[src/hw/rtl/sha1_pkg.sv]
// Shared constants, types and helper functions for the SHA-1 stream hash.
// No dependencies; the engine, the top level and the bench import this package.
package sha1_pkg;

   localparam int BLOCK_BYTES  = 64;
   localparam int FILL_W       = $clog2(BLOCK_BYTES);
   localparam int LEN_FILL     = BLOCK_BYTES - 8;
   localparam int BLOCK_BITS   = BLOCK_BYTES * 8;
   localparam int ROUNDS       = 80;
   localparam int ROUND_W      = $clog2(ROUNDS);
   localparam int DIGEST_WORDS = 5;
   localparam int IDX_W        = 3;

   localparam logic [31:0] H_INIT0 = 32'h67452301;
   localparam logic [31:0] H_INIT1 = 32'hefcdab89;
   localparam logic [31:0] H_INIT2 = 32'h98badcfe;
   localparam logic [31:0] H_INIT3 = 32'h10325476;
   localparam logic [31:0] H_INIT4 = 32'hc3d2e1f0;

   localparam logic [31:0] K_ROUND0 = 32'h5a827999;
   localparam logic [31:0] K_ROUND1 = 32'h6ed9eba1;
   localparam logic [31:0] K_ROUND2 = 32'h8f1bbcdc;
   localparam logic [31:0] K_ROUND3 = 32'hca62c1d6;

   localparam logic [7:0] PAD_BYTE = 8'h80;

   localparam logic KIND_DATA   = 1'b0;
   localparam logic KIND_FINISH = 1'b1;

   typedef enum logic [2:0] {
      ST_IDLE,
      ST_PAD,
      ST_LEN,
      ST_ROUND,
      ST_ADD,
      ST_EMIT
   } state_type;

   // commands from the sequencer to the compression engine
   typedef struct packed {
      logic       init;
      logic       shift_byte;
      logic [7:0] byte_val;
      logic       load;
      logic       round;
      logic       add;
      logic       rotate;
   } eng_ctrl_type;

   typedef struct packed {
      logic        round_last;
      logic [31:0] h0;
   } eng_stat_type;

   function automatic logic [31:0] rol1(input logic [31:0] v);
      return {v[30:0], v[31]};
   endfunction

   function automatic logic [31:0] rol5(input logic [31:0] v);
      return {v[26:0], v[31:27]};
   endfunction

   function automatic logic [31:0] rol30(input logic [31:0] v);
      return {v[1:0], v[31:2]};
   endfunction

endpackage

[src/hw/rtl/sha1_if.sv]
// Handshake channels of the SHA-1 stream hash: request and digest response.
// Depends on nothing; used by the top level and its environment.
interface sha1_req_if;
   logic       valid;
   logic       ready;
   logic       kind;
   logic [7:0] msg_byte;

   modport source (output valid, kind, msg_byte, input ready);
   modport sink   (input valid, kind, msg_byte, output ready);
endinterface

interface sha1_rsp_if;
   logic        valid;
   logic        ready;
   logic [31:0] digest_word;
   logic [2:0]  word_index;
   logic        last_word;

   modport source (output valid, digest_word, word_index, last_word, input ready);
   modport sink   (input valid, digest_word, word_index, last_word, output ready);
endinterface

[src/hw/rtl/sha1_engine.sv]
// SHA-1 compression engine: chain words, working variables, rolling schedule.
// One round per cycle through a single shared round unit. Uses sha1_pkg.
module sha1_engine (
   input  logic                  clock,
   input  logic                  reset,
   input  sha1_pkg::eng_ctrl_type ctrl,
   output sha1_pkg::eng_stat_type stat
);
   import sha1_pkg::*;

   logic [31:0] h0_ff, h1_ff, h2_ff, h3_ff, h4_ff;
   logic [31:0] h0_in, h1_in, h2_in, h3_in, h4_in;
   logic [31:0] a_ff, b_ff, c_ff, d_ff, e_ff;
   logic [31:0] a_in, b_in, c_in, d_in, e_in;
   logic [ROUND_W-1:0] cnt_ff, cnt_in;
   logic [BLOCK_BITS-1:0] win_ff, win_in;

   logic [31:0] w0, w2, w8, w13, w_next;
   logic [31:0] f_val, k_val, t_val;

   // window word i sits at the top for i = 0, oldest first
   assign w0  = win_ff[BLOCK_BITS-1    -: 32];
   assign w2  = win_ff[BLOCK_BITS-1-64  -: 32];
   assign w8  = win_ff[BLOCK_BITS-1-256 -: 32];
   assign w13 = win_ff[BLOCK_BITS-1-416 -: 32];
   assign w_next = rol1(w13 ^ w8 ^ w2 ^ w0);

   always_comb begin
      if (cnt_ff < ROUND_W'(20)) begin
         f_val = (b_ff & c_ff) | (~b_ff & d_ff);
         k_val = K_ROUND0;
      end else if (cnt_ff < ROUND_W'(40)) begin
         f_val = b_ff ^ c_ff ^ d_ff;
         k_val = K_ROUND1;
      end else if (cnt_ff < ROUND_W'(60)) begin
         f_val = (b_ff & c_ff) | (b_ff & d_ff) | (c_ff & d_ff);
         k_val = K_ROUND2;
      end else begin
         f_val = b_ff ^ c_ff ^ d_ff;
         k_val = K_ROUND3;
      end
      t_val = rol5(a_ff) + f_val + e_ff + k_val + w0;
   end

   always_comb begin
      h0_in = h0_ff; h1_in = h1_ff; h2_in = h2_ff; h3_in = h3_ff; h4_in = h4_ff;
      a_in = a_ff; b_in = b_ff; c_in = c_ff; d_in = d_ff; e_in = e_ff;
      cnt_in = cnt_ff;
      win_in = win_ff;
      if (ctrl.init) begin
         h0_in = H_INIT0; h1_in = H_INIT1; h2_in = H_INIT2;
         h3_in = H_INIT3; h4_in = H_INIT4;
      end else if (ctrl.add) begin
         h0_in = h0_ff + a_ff; h1_in = h1_ff + b_ff; h2_in = h2_ff + c_ff;
         h3_in = h3_ff + d_ff; h4_in = h4_ff + e_ff;
      end else if (ctrl.rotate) begin
         h0_in = h1_ff; h1_in = h2_ff; h2_in = h3_ff; h3_in = h4_ff; h4_in = h0_ff;
      end
      if (ctrl.shift_byte) begin
         win_in = {win_ff[BLOCK_BITS-9:0], ctrl.byte_val};
      end else if (ctrl.round) begin
         win_in = {win_ff[BLOCK_BITS-33:0], w_next};
      end
      if (ctrl.load) begin
         a_in = h0_ff; b_in = h1_ff; c_in = h2_ff; d_in = h3_ff; e_in = h4_ff;
         cnt_in = '0;
      end else if (ctrl.round) begin
         a_in = t_val;
         b_in = a_ff;
         c_in = rol30(b_ff);
         d_in = c_ff;
         e_in = d_ff;
         cnt_in = (cnt_ff == ROUND_W'(ROUNDS - 1)) ? '0 : cnt_ff + ROUND_W'(1);
      end
   end

   always_ff @(posedge clock) begin
      if (reset) begin
         h0_ff  <= H_INIT0;
         h1_ff  <= H_INIT1;
         h2_ff  <= H_INIT2;
         h3_ff  <= H_INIT3;
         h4_ff  <= H_INIT4;
         cnt_ff <= '0;
      end else begin
         h0_ff  <= h0_in;
         h1_ff  <= h1_in;
         h2_ff  <= h2_in;
         h3_ff  <= h3_in;
         h4_ff  <= h4_in;
         cnt_ff <= cnt_in;
      end
   end

   always_ff @(posedge clock) begin
      a_ff   <= a_in;
      b_ff   <= b_in;
      c_ff   <= c_in;
      d_ff   <= d_in;
      e_ff   <= e_in;
      win_ff <= win_in;
   end

   assign stat.round_last = ctrl.round && (cnt_ff == ROUND_W'(ROUNDS - 1));
   assign stat.h0         = h0_ff;

`ifndef SYNTHESIS
   a_no_mix: assert property (@(posedge clock) disable iff (reset)
      !(ctrl.round && (ctrl.shift_byte || ctrl.load || ctrl.add)))
      else $error("round issued together with a buffer or chain command");
   a_load_cnt: assert property (@(posedge clock) disable iff (reset)
      ctrl.load |=> cnt_ff == '0)
      else $error("round counter not cleared by load");
   a_cnt_range: assert property (@(posedge clock) disable iff (reset)
      cnt_ff <= ROUND_W'(ROUNDS - 1))
      else $error("round counter out of range");
   a_last_wrap: assert property (@(posedge clock) disable iff (reset)
      stat.round_last |=> cnt_ff == '0)
      else $error("round counter did not wrap after the last round");
`endif

endmodule

[src/hw/rtl/sha1_stream_hash.sv]
// SHA-1 over a byte stream. A data transaction shifts one byte into the block; the byte that
// completes a 64-byte block starts 80 rounds and then the chain add, through one round unit.
// A finish transaction pads one byte per cycle up to the length field, runs one or two
// compressions, then presents five digest words, one per accepted transaction.
// Requests are not taken while a block is compressed. Synchronous reset loads the initial
// chain words and clears byte and bit counts; the block buffer needs no clearing.
module sha1_stream_hash (
   input  logic        clock,
   input  logic        reset,
   sha1_req_if.sink    req_ch,
   sha1_rsp_if.source  rsp_ch
);
   import sha1_pkg::*;

   state_type          state_ff, state_in;
   logic [FILL_W-1:0]  fill_ff, fill_in;
   logic [63:0]        bits_ff, bits_in;
   logic               fin_ff, fin_in;
   logic               done_ff, done_in;
   logic [IDX_W-1:0]   idx_ff, idx_in;

   eng_ctrl_type ctrl;
   eng_stat_type stat;
   logic         req_ready;
   logic         rsp_valid;
   logic         req_take;
   logic         rsp_take;
   logic         fill_full;
   logic         idx_last;

   assign req_take  = req_ch.valid && req_ready;
   assign rsp_take  = rsp_valid && rsp_ch.ready;
   assign fill_full = (fill_ff == FILL_W'(BLOCK_BYTES - 1));
   assign idx_last  = (idx_ff == IDX_W'(DIGEST_WORDS - 1));

   sha1_engine u_engine (
      .clock (clock),
      .reset (reset),
      .ctrl  (ctrl),
      .stat  (stat)
   );

   always_comb begin
      state_in = state_ff;
      case (state_ff)
         ST_IDLE: begin
            if (req_take) begin
               if (fill_full) begin
                  state_in = ST_ROUND;
               end else if (req_ch.kind == KIND_FINISH) begin
                  state_in = ST_PAD;
               end
            end
         end
         ST_PAD: begin
            if (fill_ff == FILL_W'(LEN_FILL)) begin
               state_in = ST_LEN;
            end else if (fill_full) begin
               state_in = ST_ROUND;
            end
         end
         ST_LEN: begin
            if (fill_full) begin
               state_in = ST_ROUND;
            end
         end
         ST_ROUND: begin
            if (stat.round_last) begin
               state_in = ST_ADD;
            end
         end
         ST_ADD: begin
            if (!fin_ff) begin
               state_in = ST_IDLE;
            end else if (done_ff) begin
               state_in = ST_EMIT;
            end else begin
               state_in = ST_PAD;
            end
         end
         ST_EMIT: begin
            if (rsp_take && idx_last) begin
               state_in = ST_IDLE;
            end
         end
         default: state_in = ST_IDLE;
      endcase
   end

   always_comb begin
      ctrl      = '0;
      fill_in   = fill_ff;
      bits_in   = bits_ff;
      fin_in    = fin_ff;
      done_in   = done_ff;
      idx_in    = idx_ff;
      req_ready = 1'b0;
      rsp_valid = 1'b0;
      case (state_ff)
         ST_IDLE: begin
            req_ready = 1'b1;
            if (req_take) begin
               ctrl.shift_byte = 1'b1;
               ctrl.load       = fill_full;
               fill_in         = fill_ff + FILL_W'(1);
               if (req_ch.kind == KIND_FINISH) begin
                  ctrl.byte_val = PAD_BYTE;
                  fin_in        = 1'b1;
                  // freeze the message length before padding starts
                  bits_in       = bits_ff + 64'({fill_ff, 3'b000});
               end else begin
                  ctrl.byte_val = req_ch.msg_byte;
                  if (fill_full) begin
                     bits_in = bits_ff + 64'(BLOCK_BITS);
                  end
               end
            end
         end
         ST_PAD: begin
            if (fill_ff != FILL_W'(LEN_FILL)) begin
               ctrl.shift_byte = 1'b1;
               ctrl.byte_val   = '0;
               ctrl.load       = fill_full;
               fill_in         = fill_ff + FILL_W'(1);
            end
         end
         ST_LEN: begin
            // shift out the length, most significant byte first
            ctrl.shift_byte = 1'b1;
            ctrl.byte_val   = bits_ff[63:56];
            ctrl.load       = fill_full;
            bits_in         = {bits_ff[55:0], 8'h00};
            fill_in         = fill_ff + FILL_W'(1);
            if (fill_full) begin
               done_in = 1'b1;
            end
         end
         ST_ROUND: begin
            ctrl.round = 1'b1;
         end
         ST_ADD: begin
            ctrl.add = 1'b1;
         end
         ST_EMIT: begin
            rsp_valid = 1'b1;
            if (rsp_take) begin
               ctrl.rotate = 1'b1;
               idx_in      = idx_ff + IDX_W'(1);
               if (idx_last) begin
                  ctrl.init = 1'b1;
                  idx_in    = '0;
                  fin_in    = 1'b0;
                  done_in   = 1'b0;
                  bits_in   = '0;
               end
            end
         end
         default: begin
            ctrl = '0;
         end
      endcase
   end

   always_ff @(posedge clock) begin
      if (reset) begin
         state_ff <= ST_IDLE;
         fill_ff  <= '0;
         bits_ff  <= '0;
         fin_ff   <= 1'b0;
         done_ff  <= 1'b0;
         idx_ff   <= '0;
      end else begin
         state_ff <= state_in;
         fill_ff  <= fill_in;
         bits_ff  <= bits_in;
         fin_ff   <= fin_in;
         done_ff  <= done_in;
         idx_ff   <= idx_in;
      end
   end

   assign req_ch.ready       = req_ready;
   assign rsp_ch.valid       = rsp_valid;
   assign rsp_ch.digest_word = stat.h0;
   assign rsp_ch.word_index  = idx_ff;
   assign rsp_ch.last_word   = idx_last;

`ifndef SYNTHESIS
   a_one_side: assert property (@(posedge clock) disable iff (reset)
      !(req_ready && rsp_valid))
      else $error("request and response sides active together");
   a_clean_end: assert property (@(posedge clock) disable iff (reset)
      (rsp_take && idx_last) |=> (fill_ff == '0) && (bits_ff == '0) && !fin_ff)
      else $error("state not re-initialized after the last digest word");
   a_len_fill: assert property (@(posedge clock) disable iff (reset)
      (state_ff == ST_LEN) |-> (fill_ff >= FILL_W'(LEN_FILL)))
      else $error("length field started at the wrong byte position");
   a_emit_done: assert property (@(posedge clock) disable iff (reset)
      (state_ff == ST_EMIT) |-> (fin_ff && done_ff && (fill_ff == '0)))
      else $error("digest presented before the final block");
`endif

endmodule

[src/flat_wrapper.sv]
// flat-port wrapper written by rule: the top's interface ports become plain ports
module sha1_stream_hash_flat import sha1_pkg::*;
  (clock, reset, req_ch_valid, req_ch_kind, req_ch_msg_byte, req_ch_ready, rsp_ch_valid, rsp_ch_digest_word, rsp_ch_word_index, rsp_ch_last_word, rsp_ch_ready);
  sha1_req_if req_ch_i ();
  sha1_rsp_if rsp_ch_i ();
  input  logic clock;
  input  logic reset;
  input wire logic [$bits(req_ch_i.valid)-1:0] req_ch_valid;
  input wire logic [$bits(req_ch_i.kind)-1:0] req_ch_kind;
  input wire logic [$bits(req_ch_i.msg_byte)-1:0] req_ch_msg_byte;
  output wire logic [$bits(req_ch_i.ready)-1:0] req_ch_ready;
  output wire logic [$bits(rsp_ch_i.valid)-1:0] rsp_ch_valid;
  output wire logic [$bits(rsp_ch_i.digest_word)-1:0] rsp_ch_digest_word;
  output wire logic [$bits(rsp_ch_i.word_index)-1:0] rsp_ch_word_index;
  output wire logic [$bits(rsp_ch_i.last_word)-1:0] rsp_ch_last_word;
  input wire logic [$bits(rsp_ch_i.ready)-1:0] rsp_ch_ready;
  assign req_ch_i.valid = req_ch_valid;
  assign req_ch_i.kind = req_ch_kind;
  assign req_ch_i.msg_byte = req_ch_msg_byte;
  assign req_ch_ready = req_ch_i.ready;
  assign rsp_ch_valid = rsp_ch_i.valid;
  assign rsp_ch_digest_word = rsp_ch_i.digest_word;
  assign rsp_ch_word_index = rsp_ch_i.word_index;
  assign rsp_ch_last_word = rsp_ch_i.last_word;
  assign rsp_ch_i.ready = rsp_ch_ready;
  sha1_stream_hash u_core (.clock(clock), .reset(reset), .req_ch(req_ch_i), .rsp_ch(rsp_ch_i));
endmodule
[config.mk]
export PLATFORM = sky130hd
export DESIGN_NAME = sha1_stream_hash_flat
export DESIGN_NICKNAME = d
export VERILOG_FILES = /design/src/hw/rtl/sha1_pkg.sv /design/src/hw/rtl/sha1_if.sv /design/src/hw/rtl/sha1_engine.sv /design/src/hw/rtl/sha1_stream_hash.sv /design/src/flat_wrapper.sv
export SDC_FILE = /design/constraint.sdc
export NUM_CORES = 2
export LEC_CHECK = 0
export BUFFER_PORTS_ARGS = -buffer_cell sky130_fd_sc_hd__buf_2
export CAP_MARGIN = 10
export CORE_MARGIN = 4
export CORE_UTILIZATION = 60
export CTS_BUF_LIST = sky130_fd_sc_hd__clkbuf_2
export DETAILED_ROUTE_END_ITERATION = 8
export GPL_ROUTABILITY_DRIVEN = 0
export PLACE_DENSITY = 0.8
export SYNTH_ARGS = -nofsm -noshare
export SYNTH_HDL_FRONTEND = slang
export SYNTH_SLANG_ARGS = --single-unit
[constraint.sdc]
create_clock -name clock -period 13.8 [get_ports clock]
set_clock_uncertainty 0.15 [all_clocks]
set_input_delay 1.38 -clock clock [delete_from_list [all_inputs] [get_ports clock]]
set_output_delay 1.38 -clock clock [all_outputs]
set_load 0.01 [all_outputs]
[Word-level counts from Yosys, hierarchy flattened]
Index checks and enable logic that the tools add are counted.
Word-level totals
  output and inout port bits: 38
  flip-flop bits (word level): 917
  logic and storage cells: 156
  bits of input ports: 13
Cells by class
  $lt $le $gt $ge: 3
  reductions and logical operators: 20
  bitwise operators: 13
  multiplexer cells: 69
  eq/ne operators: 19
  $add $sub $neg: 14
Operators by type and width (count)
  $mux 512: 2
  $mux 32: 25
  $mux 64: 5
  $add 32x32->32: 9
  $pmux 64 s3: 1
  $xor 32x32->32: 5
  $and 32x32->32: 4
  $or 32x32->32: 3
  $add 64x10->64 const B: 1
  $add 64x9->64: 1
  $not 32->32: 1
  $mux 31: 1
  $mux 3: 10
  $pmux 10 s3: 1
  $mux 10: 2
  $pmux 3 s6: 1
  $pmux 6 s3: 1
  $lt 7x6->1 const B: 2
  $mux 1: 14
  $ne 2x1->1 const B: 7
  $eq 6x6->1 const B: 2
  $mux 6: 2
  $reduce_and 5->1: 2
  $reduce_bool 2->1: 5
  other kinds (21): 31

[Longest topological paths before layout]
  depth after elaboration: 12
  depth in mapped cells: 24
  mapped depth without buffers: 21

[Hierarchy]
Synthesis repeated with hierarchy kept, for this count alone.
Unflattened totals
  cell total of the unflattened synthesis: 4717
  area, all modules: 53939.2 um2
Modules (own cells, without submodules)
  sha1_engine: area an instance 48962.0 um2, times used 1, cells each 4052
  sha1_stream_hash: area an instance 4977.3 um2, times used 1, cells each 665

[Least setup slack after synthesis]
Ideal clock, no wire load.
  path type: input to register
  start point: in req_ch_valid
  end point: reg u_core.u_engine.win_ff[0], enable pin
  buffers on the path: 2
  cell stages on the path: 5
  setup slack: -525 ps
  data arrival time: 10530 ps
  setup time: 3645 ps
  path through: nor3_1 a211o_1 clkbuf_1 clkbuf_1 nand2_1
On the way
  longest elaborated chain between the ends: 4
RTL lines
  start: declaration: RTL line flat_wrapper.sv:8  | input wire logic [$bits(req_ch_i.valid)-1:0] req_ch_valid;
  $logic_and 1x1->1: RTL line sha1_stream_hash.sv:31  | assign req_take = req_ch.valid && req_ready;
  $mux 10: RTL line sha1_stream_hash.sv:102  | if (req_take) begin
  $pmux 10 s3: RTL line sha1_stream_hash.sv:99  | case (state_ff)
  $reduce_bool 2->1 (no source line)
  end signal: assignment: RTL line sha1_engine.sv:101  | win_ff <= win_in;
  end: declaration: RTL line sha1_engine.sv:16  | logic [BLOCK_BITS-1:0] win_ff, win_in;
Every way passes these cells.
A chain may end at the register's enable or synchronous reset.

[Worst setup path in the final report]
  start point: reg u_core.u_engine.cnt_ff[3]
  end point: reg u_core.u_engine.a_ff[30] (data pin)
On the way
  longest elaborated chain between the ends: 10
RTL lines
  start: declaration: RTL line sha1_engine.sv:15  | logic [ROUND_W-1:0] cnt_ff, cnt_in;
  start signal: assignment: RTL line sha1_engine.sv:91  | cnt_ff <= cnt_in;
  $lt 7x6->1: RTL line sha1_engine.sv:35  | end else if (cnt_ff < ROUND_W'(60)) begin
  $mux 32: RTL line sha1_engine.sv:35
  $mux 32: RTL line sha1_engine.sv:32  | end else if (cnt_ff < ROUND_W'(40)) begin
  $mux 32: RTL line sha1_engine.sv:29  | if (cnt_ff < ROUND_W'(20)) begin
  $add 32x32->32 (2 in series): RTL line sha1_engine.sv:42  | t_val = rol5(a_ff) + f_val + e_ff + k_val + w0;
  $add 32x32->32 (*) (2 in series): RTL line sha1_engine.sv:42
  $mux 32 (*): RTL line sha1_engine.sv:67  | end else if (ctrl.round) begin
  $mux 32 (*): RTL line sha1_engine.sv:64  | if (ctrl.load) begin
  via u_core.u_engine.a_in[30]: RTL line sha1_engine.sv:14  | logic [31:0] a_in, b_in, c_in, d_in, e_in;
  end signal: assignment: RTL line sha1_engine.sv:96  | a_ff <= a_in;
  end: declaration: RTL line sha1_engine.sv:13  | logic [31:0] a_ff, b_ff, c_ff, d_ff, e_ff;
Mark *: on every way through the listed nets, which the timed path passes. The rest lies on a longest branch. The select of a mux whose other input is x is not followed.

==> impl_results.html <==
<table>
<tr><th>Metric</th><th>Value</th></tr>
<tr><th colspan="2">Run status</th></tr>
<tr><td>Outcome</td><td>finished clean</td></tr>
<tr><th colspan="2">Setup path</th></tr>
<tr><td>Cell depth of the worst flop-to-flop path</td><td>22</td></tr>
<tr><td>Origin of the critical flop-to-flop path</td><td>u_core.u_engine.cnt_ff[3]$_SDFFE_PP0P_</td></tr>
<tr><td>Cell Chain, Critical Path</td><td>and3_1, or3_1, inv_1, a21oi_2, buf_4, inv_1, nor2_1, nor2_1, fa_1, inv_1, fa_1, inv_1, ha_1, a21oi_1, a21oi_1, o21ai_0, o21ai_0, a311oi_1, o21ai_0, nand2b_1, a21oi_1, o31ai_1</td></tr>
<tr><td>Largest driver fanout on the critical path</td><td>20</td></tr>
<tr><td>Endpoint of the most critical register-to-register path</td><td>u_core.u_engine.a_ff[30]$_DFFE_PP_</td></tr>
<tr><td>Critical path arrival</td><td>8.67 ns</td></tr>
<tr><td>Worst reg2reg setup slack</td><td>6.41 ns</td></tr>
<tr><td>Capture point of the critical path</td><td>u_core.u_engine.a_ff[30]$_DFFE_PP_</td></tr>
<tr><td>Worst setup path startpoint</td><td>u_core.u_engine.cnt_ff[3]$_SDFFE_PP0P_</td></tr>
<tr><td>Required time of the worst setup path</td><td>between 15 and 20 ns</td></tr>
<tr><td>CP Capture Type</td><td>flip-flop</td></tr>
<tr><td>Worst-path cell with the longest stage delay</td><td>sky130_fd_sc_hd__or3_1</td></tr>
<tr><td>Launching element type of the critical path</td><td>flip-flop</td></tr>
<tr><td>Setup Crit Path Kind</td><td>flip-flop to flip-flop</td></tr>
<tr><td>Cell count along the critical path</td><td>22</td></tr>
<tr><td>Count of buffering cells on the critical path with inverters included</td><td>5</td></tr>
<tr><td>Cell seen most often among critical-path stages</td><td>sky130_fd_sc_hd__inv_1</td></tr>
<tr><td>Cell class contributing the biggest share of worst-path delay</td><td>compound AO/OA/AOI/OAI gates</td></tr>
<tr><td>Biggest cell delay along the critical path</td><td>0.77 ns</td></tr>
<tr><th colspan="2">Die</th></tr>
<tr><td>Initial Utilization</td><td>60.64%</td></tr>
<tr><td>Die outline area</td><td>94300 um2</td></tr>
<tr><td>Number of placed I/O pins</td><td>51</td></tr>
<tr><td>Die Span X</td><td>307.1 um</td></tr>
<tr><td>Std-Cell Rows</td><td>109</td></tr>
<tr><td>Height of the die</td><td>307.1 um</td></tr>
<tr><td>Core region area</td><td>88510 um2</td></tr>
<tr><th colspan="2">Clock tree</th></tr>
<tr><td>Number of gates resized after cts</td><td>0</td></tr>
<tr><td>Number of CTS-inserted buffers</td><td>228</td></tr>
<tr><td>Worst-Skew Late Latency</td><td>1.61 ns</td></tr>
<tr><td>Hold buffer count at cts</td><td>4</td></tr>
<tr><td>Number of buffers between clock root and the deepest sink</td><td>3</td></tr>
<tr><td>CTS H-Tree Depth</td><td>4</td></tr>
<tr><td>Clock tree from TritonCTS</td><td>yes</td></tr>
<tr><td>Clock Sinks</td><td>914</td></tr>
<tr><td>Postcts setup bufs</td><td>0</td></tr>
<tr><td>Clock-pin slew reported for the worst setup and hold paths after clock tree synthesis</td><td>0.12 ns</td></tr>
<tr><td>Cell at the root of the clock tree</td><td>sky130_fd_sc_hd__clkbuf_2</td></tr>
<tr><th colspan="2">Timing</th></tr>
<tr><td>Post-route clock period utilization</td><td>53.59%</td></tr>
<tr><td>Transition at the pin with the smallest max-transition slack</td><td>1.229 ns</td></tr>
<tr><td>Final hold vios</td><td>0</td></tr>
<tr><td>Count of endpoints failing setup in the final report</td><td>0</td></tr>
<tr><td>RSZ-0062 raised after global routing</td><td>no</td></tr>
<tr><td>Sum Neg Setup Slack</td><td>0 ns</td></tr>
<tr><td>Maximum clock frequency</td><td>around 140 MHz</td></tr>
<tr><td>Period minus WS final</td><td>between 7 and 8 ns</td></tr>
<tr><td>Worst Slack Setup Final</td><td>6.405 ns</td></tr>
<tr><td>Worst-case headroom to the max-slew limit</td><td>18.09%</td></tr>
<tr><td>Count of pins over their slew limit</td><td>0</td></tr>
<tr><th colspan="2">Synthesis</th></tr>
<tr><td>Post-synthesis async set-or-reset flop share</td><td>0%</td></tr>
<tr><td>Count of synthesis-stage warnings from yosys</td><td>0</td></tr>
<tr><td>Number of storage elements in the synthesis netlist</td><td>914</td></tr>
<tr><td>Top cells by count, synth</td><td>2257 x sky130_fd_sc_hd__nand2_1, 672 x sky130_fd_sc_hd__edfxtp_1, 361 x sky130_fd_sc_hd__a21oi_1</td></tr>
<tr><td>Cell Area, Synth</td><td>between 50000 and 60000 um2</td></tr>
<tr><td>Commonest register cell after synthesis</td><td>sky130_fd_sc_hd__edfxtp_1</td></tr>
<tr><td>Dominant cell type by area after synthesis</td><td>sky130_fd_sc_hd__edfxtp_1</td></tr>
<tr><td>Share of the synthesized area in the top cell type</td><td>37.60%</td></tr>
<tr><td>Unique masters post-synth</td><td>80</td></tr>
<tr><td>Share of synthesized area occupied by flip-flops and latches</td><td>a little under half</td></tr>
<tr><td>Post-Syn Area per Cell</td><td>8.784 um2</td></tr>
<tr><td>Cells after synthesis</td><td>6110</td></tr>
<tr><td>Number of synthesized flops with an enable pin</td><td>672</td></tr>
<tr><td>Most common cell in the synthesized netlist</td><td>sky130_fd_sc_hd__nand2_1</td></tr>
<tr><td>Synthesized net count</td><td>between 6000 and 7000</td></tr>
<tr><td>Biggest area contributors in the synthesized netlist</td><td>sky130_fd_sc_hd__edfxtp_1 38%, sky130_fd_sc_hd__nand2_1 16%, sky130_fd_sc_hd__dfxtp_1 9.0%</td></tr>
<tr><th colspan="2">Finish</th></tr>
<tr><td>Area growth from synthesis to layout</td><td>6.005%</td></tr>
<tr><td>Number of flip-flops under the largest register name</td><td>512</td></tr>
<tr><td>Core utilization of the finished layout</td><td>64.28%</td></tr>
<tr><td>Largest registers</td><td>u_core.u_engine.win_ff (512), u_core.bits_ff (61)</td></tr>
<tr><td>Register with the most flip-flops</td><td>u_core.u_engine.win_ff</td></tr>
<tr><td>Number of nets in the layout</td><td>6485</td></tr>
<tr><td>Share of final-layout standard cells stronger than drive strength 1</td><td>7.789%</td></tr>
<tr><td>Number of fill cells</td><td>a little over 7000</td></tr>
<tr><th colspan="2">Placement</th></tr>
<tr><td>Worst slack after detailed placement</td><td>6.613 ns</td></tr>
<tr><td>Port bufs</td><td>50</td></tr>
<tr><td>HPWL Detailed</td><td>98890 um</td></tr>
<tr><th colspan="2">Routing</th></tr>
<tr><td>DR pass1 iterations</td><td>8</td></tr>
<tr><td>Via count</td><td>45210</td></tr>
<tr><td>Sum of routed wire length over all layers</td><td>between 100000 and 150000 um</td></tr>
<tr><td>Antenna Violating Nets Remaining</td><td>0</td></tr>
<tr><td>Number of DRC violations after detailed-routing iteration 0</td><td>5349</td></tr>
<tr><td>Vias per cell</td><td>6.015</td></tr>
<tr><td>Average detailed-routed wire length per instance</td><td>19.44 um</td></tr>
<tr><td>Drc violations</td><td>0</td></tr>
<tr><th colspan="2">GRT</th></tr>
<tr><td>Combined global-route utilization of all metal layers</td><td>30.51%</td></tr>
<tr><td>Via count of the first global-routing pass</td><td>roughly 43000</td></tr>
<tr><td>Pin count of the biggest net entering global routing</td><td>264</td></tr>
<tr><td>Global route overflow</td><td>0</td></tr>
<tr><td>Antenna violations before repair</td><td>2</td></tr>
<tr><td>Global-route wire length before repair</td><td>approximately 230000 um</td></tr>
<tr><th colspan="2">Power and ir drop</th></tr>
<tr><td>Pwr/cell area</td><td>approximately 110 nW/um2</td></tr>
<tr><td>Static leakage</td><td>around 25 nW</td></tr>
<tr><td>Worst voltage drop across the vdd grid</td><td>0.09236 mV</td></tr>
<tr><th colspan="2">Worst hold path</th></tr>
<tr><td>Type of the worst min-delay path</td><td>primary input to flip-flop</td></tr>
<tr><th colspan="2">Flow run</th></tr>
<tr><td>Maximum Capacitance Violations</td><td>0</td></tr>
</table>
## worst reg2reg max path, stage by stage (launching register included)
cell	delay (ns)
sky130_fd_sc_hd__dfxtp_1	0.45
sky130_fd_sc_hd__and3_1	0.25
sky130_fd_sc_hd__or3_1	0.77
sky130_fd_sc_hd__inv_1	0.74
sky130_fd_sc_hd__a21oi_2	0.44
sky130_fd_sc_hd__buf_4	0.36
sky130_fd_sc_hd__inv_1	0.37
sky130_fd_sc_hd__nor2_1	0.21
sky130_fd_sc_hd__nor2_1	0.08
sky130_fd_sc_hd__fa_1	0.48
sky130_fd_sc_hd__inv_1	0.05
sky130_fd_sc_hd__fa_1	0.52
sky130_fd_sc_hd__inv_1	0.06
sky130_fd_sc_hd__ha_1	0.39
sky130_fd_sc_hd__a21oi_1	0.28
sky130_fd_sc_hd__a21oi_1	0.11
sky130_fd_sc_hd__o21ai_0	0.21
sky130_fd_sc_hd__o21ai_0	0.25
sky130_fd_sc_hd__a311oi_1	0.47
sky130_fd_sc_hd__o21ai_0	0.15
sky130_fd_sc_hd__nand2b_1	0.11
sky130_fd_sc_hd__a21oi_1	0.07
sky130_fd_sc_hd__o31ai_1	0.26
## per-stage QoR
stage	total power, W	hold WS, ns	cells	instance area (um2)
3_5_place_dp	0.004526	0.3148	7072	54720
6_report	0.006344	0.1468	7517	56890
4_1_cts	0.006363	0.01437	7507	56870
5_1_grt	0.006689	-0.01049	7513	56880
2_1_floorplan	0.004261	0.2791	6110	53670
3_3_place_gp	0.004477	0.3003	7072	54720
## cells by family after synthesis
group	after synthesis	share of synthesized area, %
AND/OR/NAND/NOR	2906	21.78
AO/OA/AOI/OAI	1095	12.82
flip-flops	914	46.62
buffers and inverters	536	3.772
adder cells (fa/ha/maj)	331	9.479
XOR/XNOR	266	4.341
multiplexers	62	1.187
## placed cells by master (no fill, tap or decap), types with 187 or more instances in the layout
master / netlist / routed
sky130_fd_sc_hd__inv_1: 243 / 243
sky130_fd_sc_hd__xnor2_1: 187 / 187
sky130_fd_sc_hd__nor2_1: 294 / 291
sky130_fd_sc_hd__o21ai_0: 258 / 258
sky130_fd_sc_hd__ha_1: 205 / 205
sky130_fd_sc_hd__nand2_1: 2257 / 2252
sky130_fd_sc_hd__edfxtp_1: 672 / 672
sky130_fd_sc_hd__dfxtp_1: 242 / 242
sky130_fd_sc_hd__clkbuf_2: 0 / 329
sky130_fd_sc_hd__a21oi_1: 361 / 358
## how the worst min path moves through the flow
stage,slack [ns],end,cells after the start,startpoint
CTS,0.01,u_core.u_engine.win_ff[4]$_DFFE_PP_,3,req_ch_msg_byte[4]
finish,0.15,u_core.u_engine.win_ff[3]$_DFFE_PP_,3,req_ch_msg_byte[3]
detailed placement,0.31,u_core.done_ff$_SDFFE_PP0P_,2,u_core.done_ff$_SDFFE_PP0P_
floorplan,0.28,u_core.done_ff$_SDFFE_PP0P_,2,u_core.done_ff$_SDFFE_PP0P_
global placement,0.30,u_core.done_ff$_SDFFE_PP0P_,2,u_core.done_ff$_SDFFE_PP0P_
global route,-0.01,u_core.u_engine.win_ff[3]$_DFFE_PP_,3,req_ch_msg_byte[3]
## area by class of cell
class	instances	area [um2]	share of cell area, %
inverters	243	912.1	1.603
clock inverters	102	465.4	0.8181
well taps	1165	1458	2.562
diodes	10	25.02	0.04398
flip-flops and latches	914	25020	43.98
repair buffers	94	628.1	1.104
clock buffers	329	1647	2.894
multi-input cells	4660	26740	46.99
## metal layers
layer	GRT usage, %	share of wire [%]	vias up
met3	5.985	9.6	438
met1	40.64	40	21360
met5	0	0	-
li1	-	-	21110
met4	15.87	5.2	0
met2	47.88	46	2305
## report_power, final
group	total [W]	leakage, nW	switching (W)	internal [W]
Sequential	0.00346	8.61	0.000172	0.00329
Combinational	0.00103	14.6	0.000638	0.000389
Clock	0.00186	1.58	0.00119	0.000666
Total	0.00634	24.8	0.00200	0.00434
No activity file was read; power rests on OpenSTA's default activity.
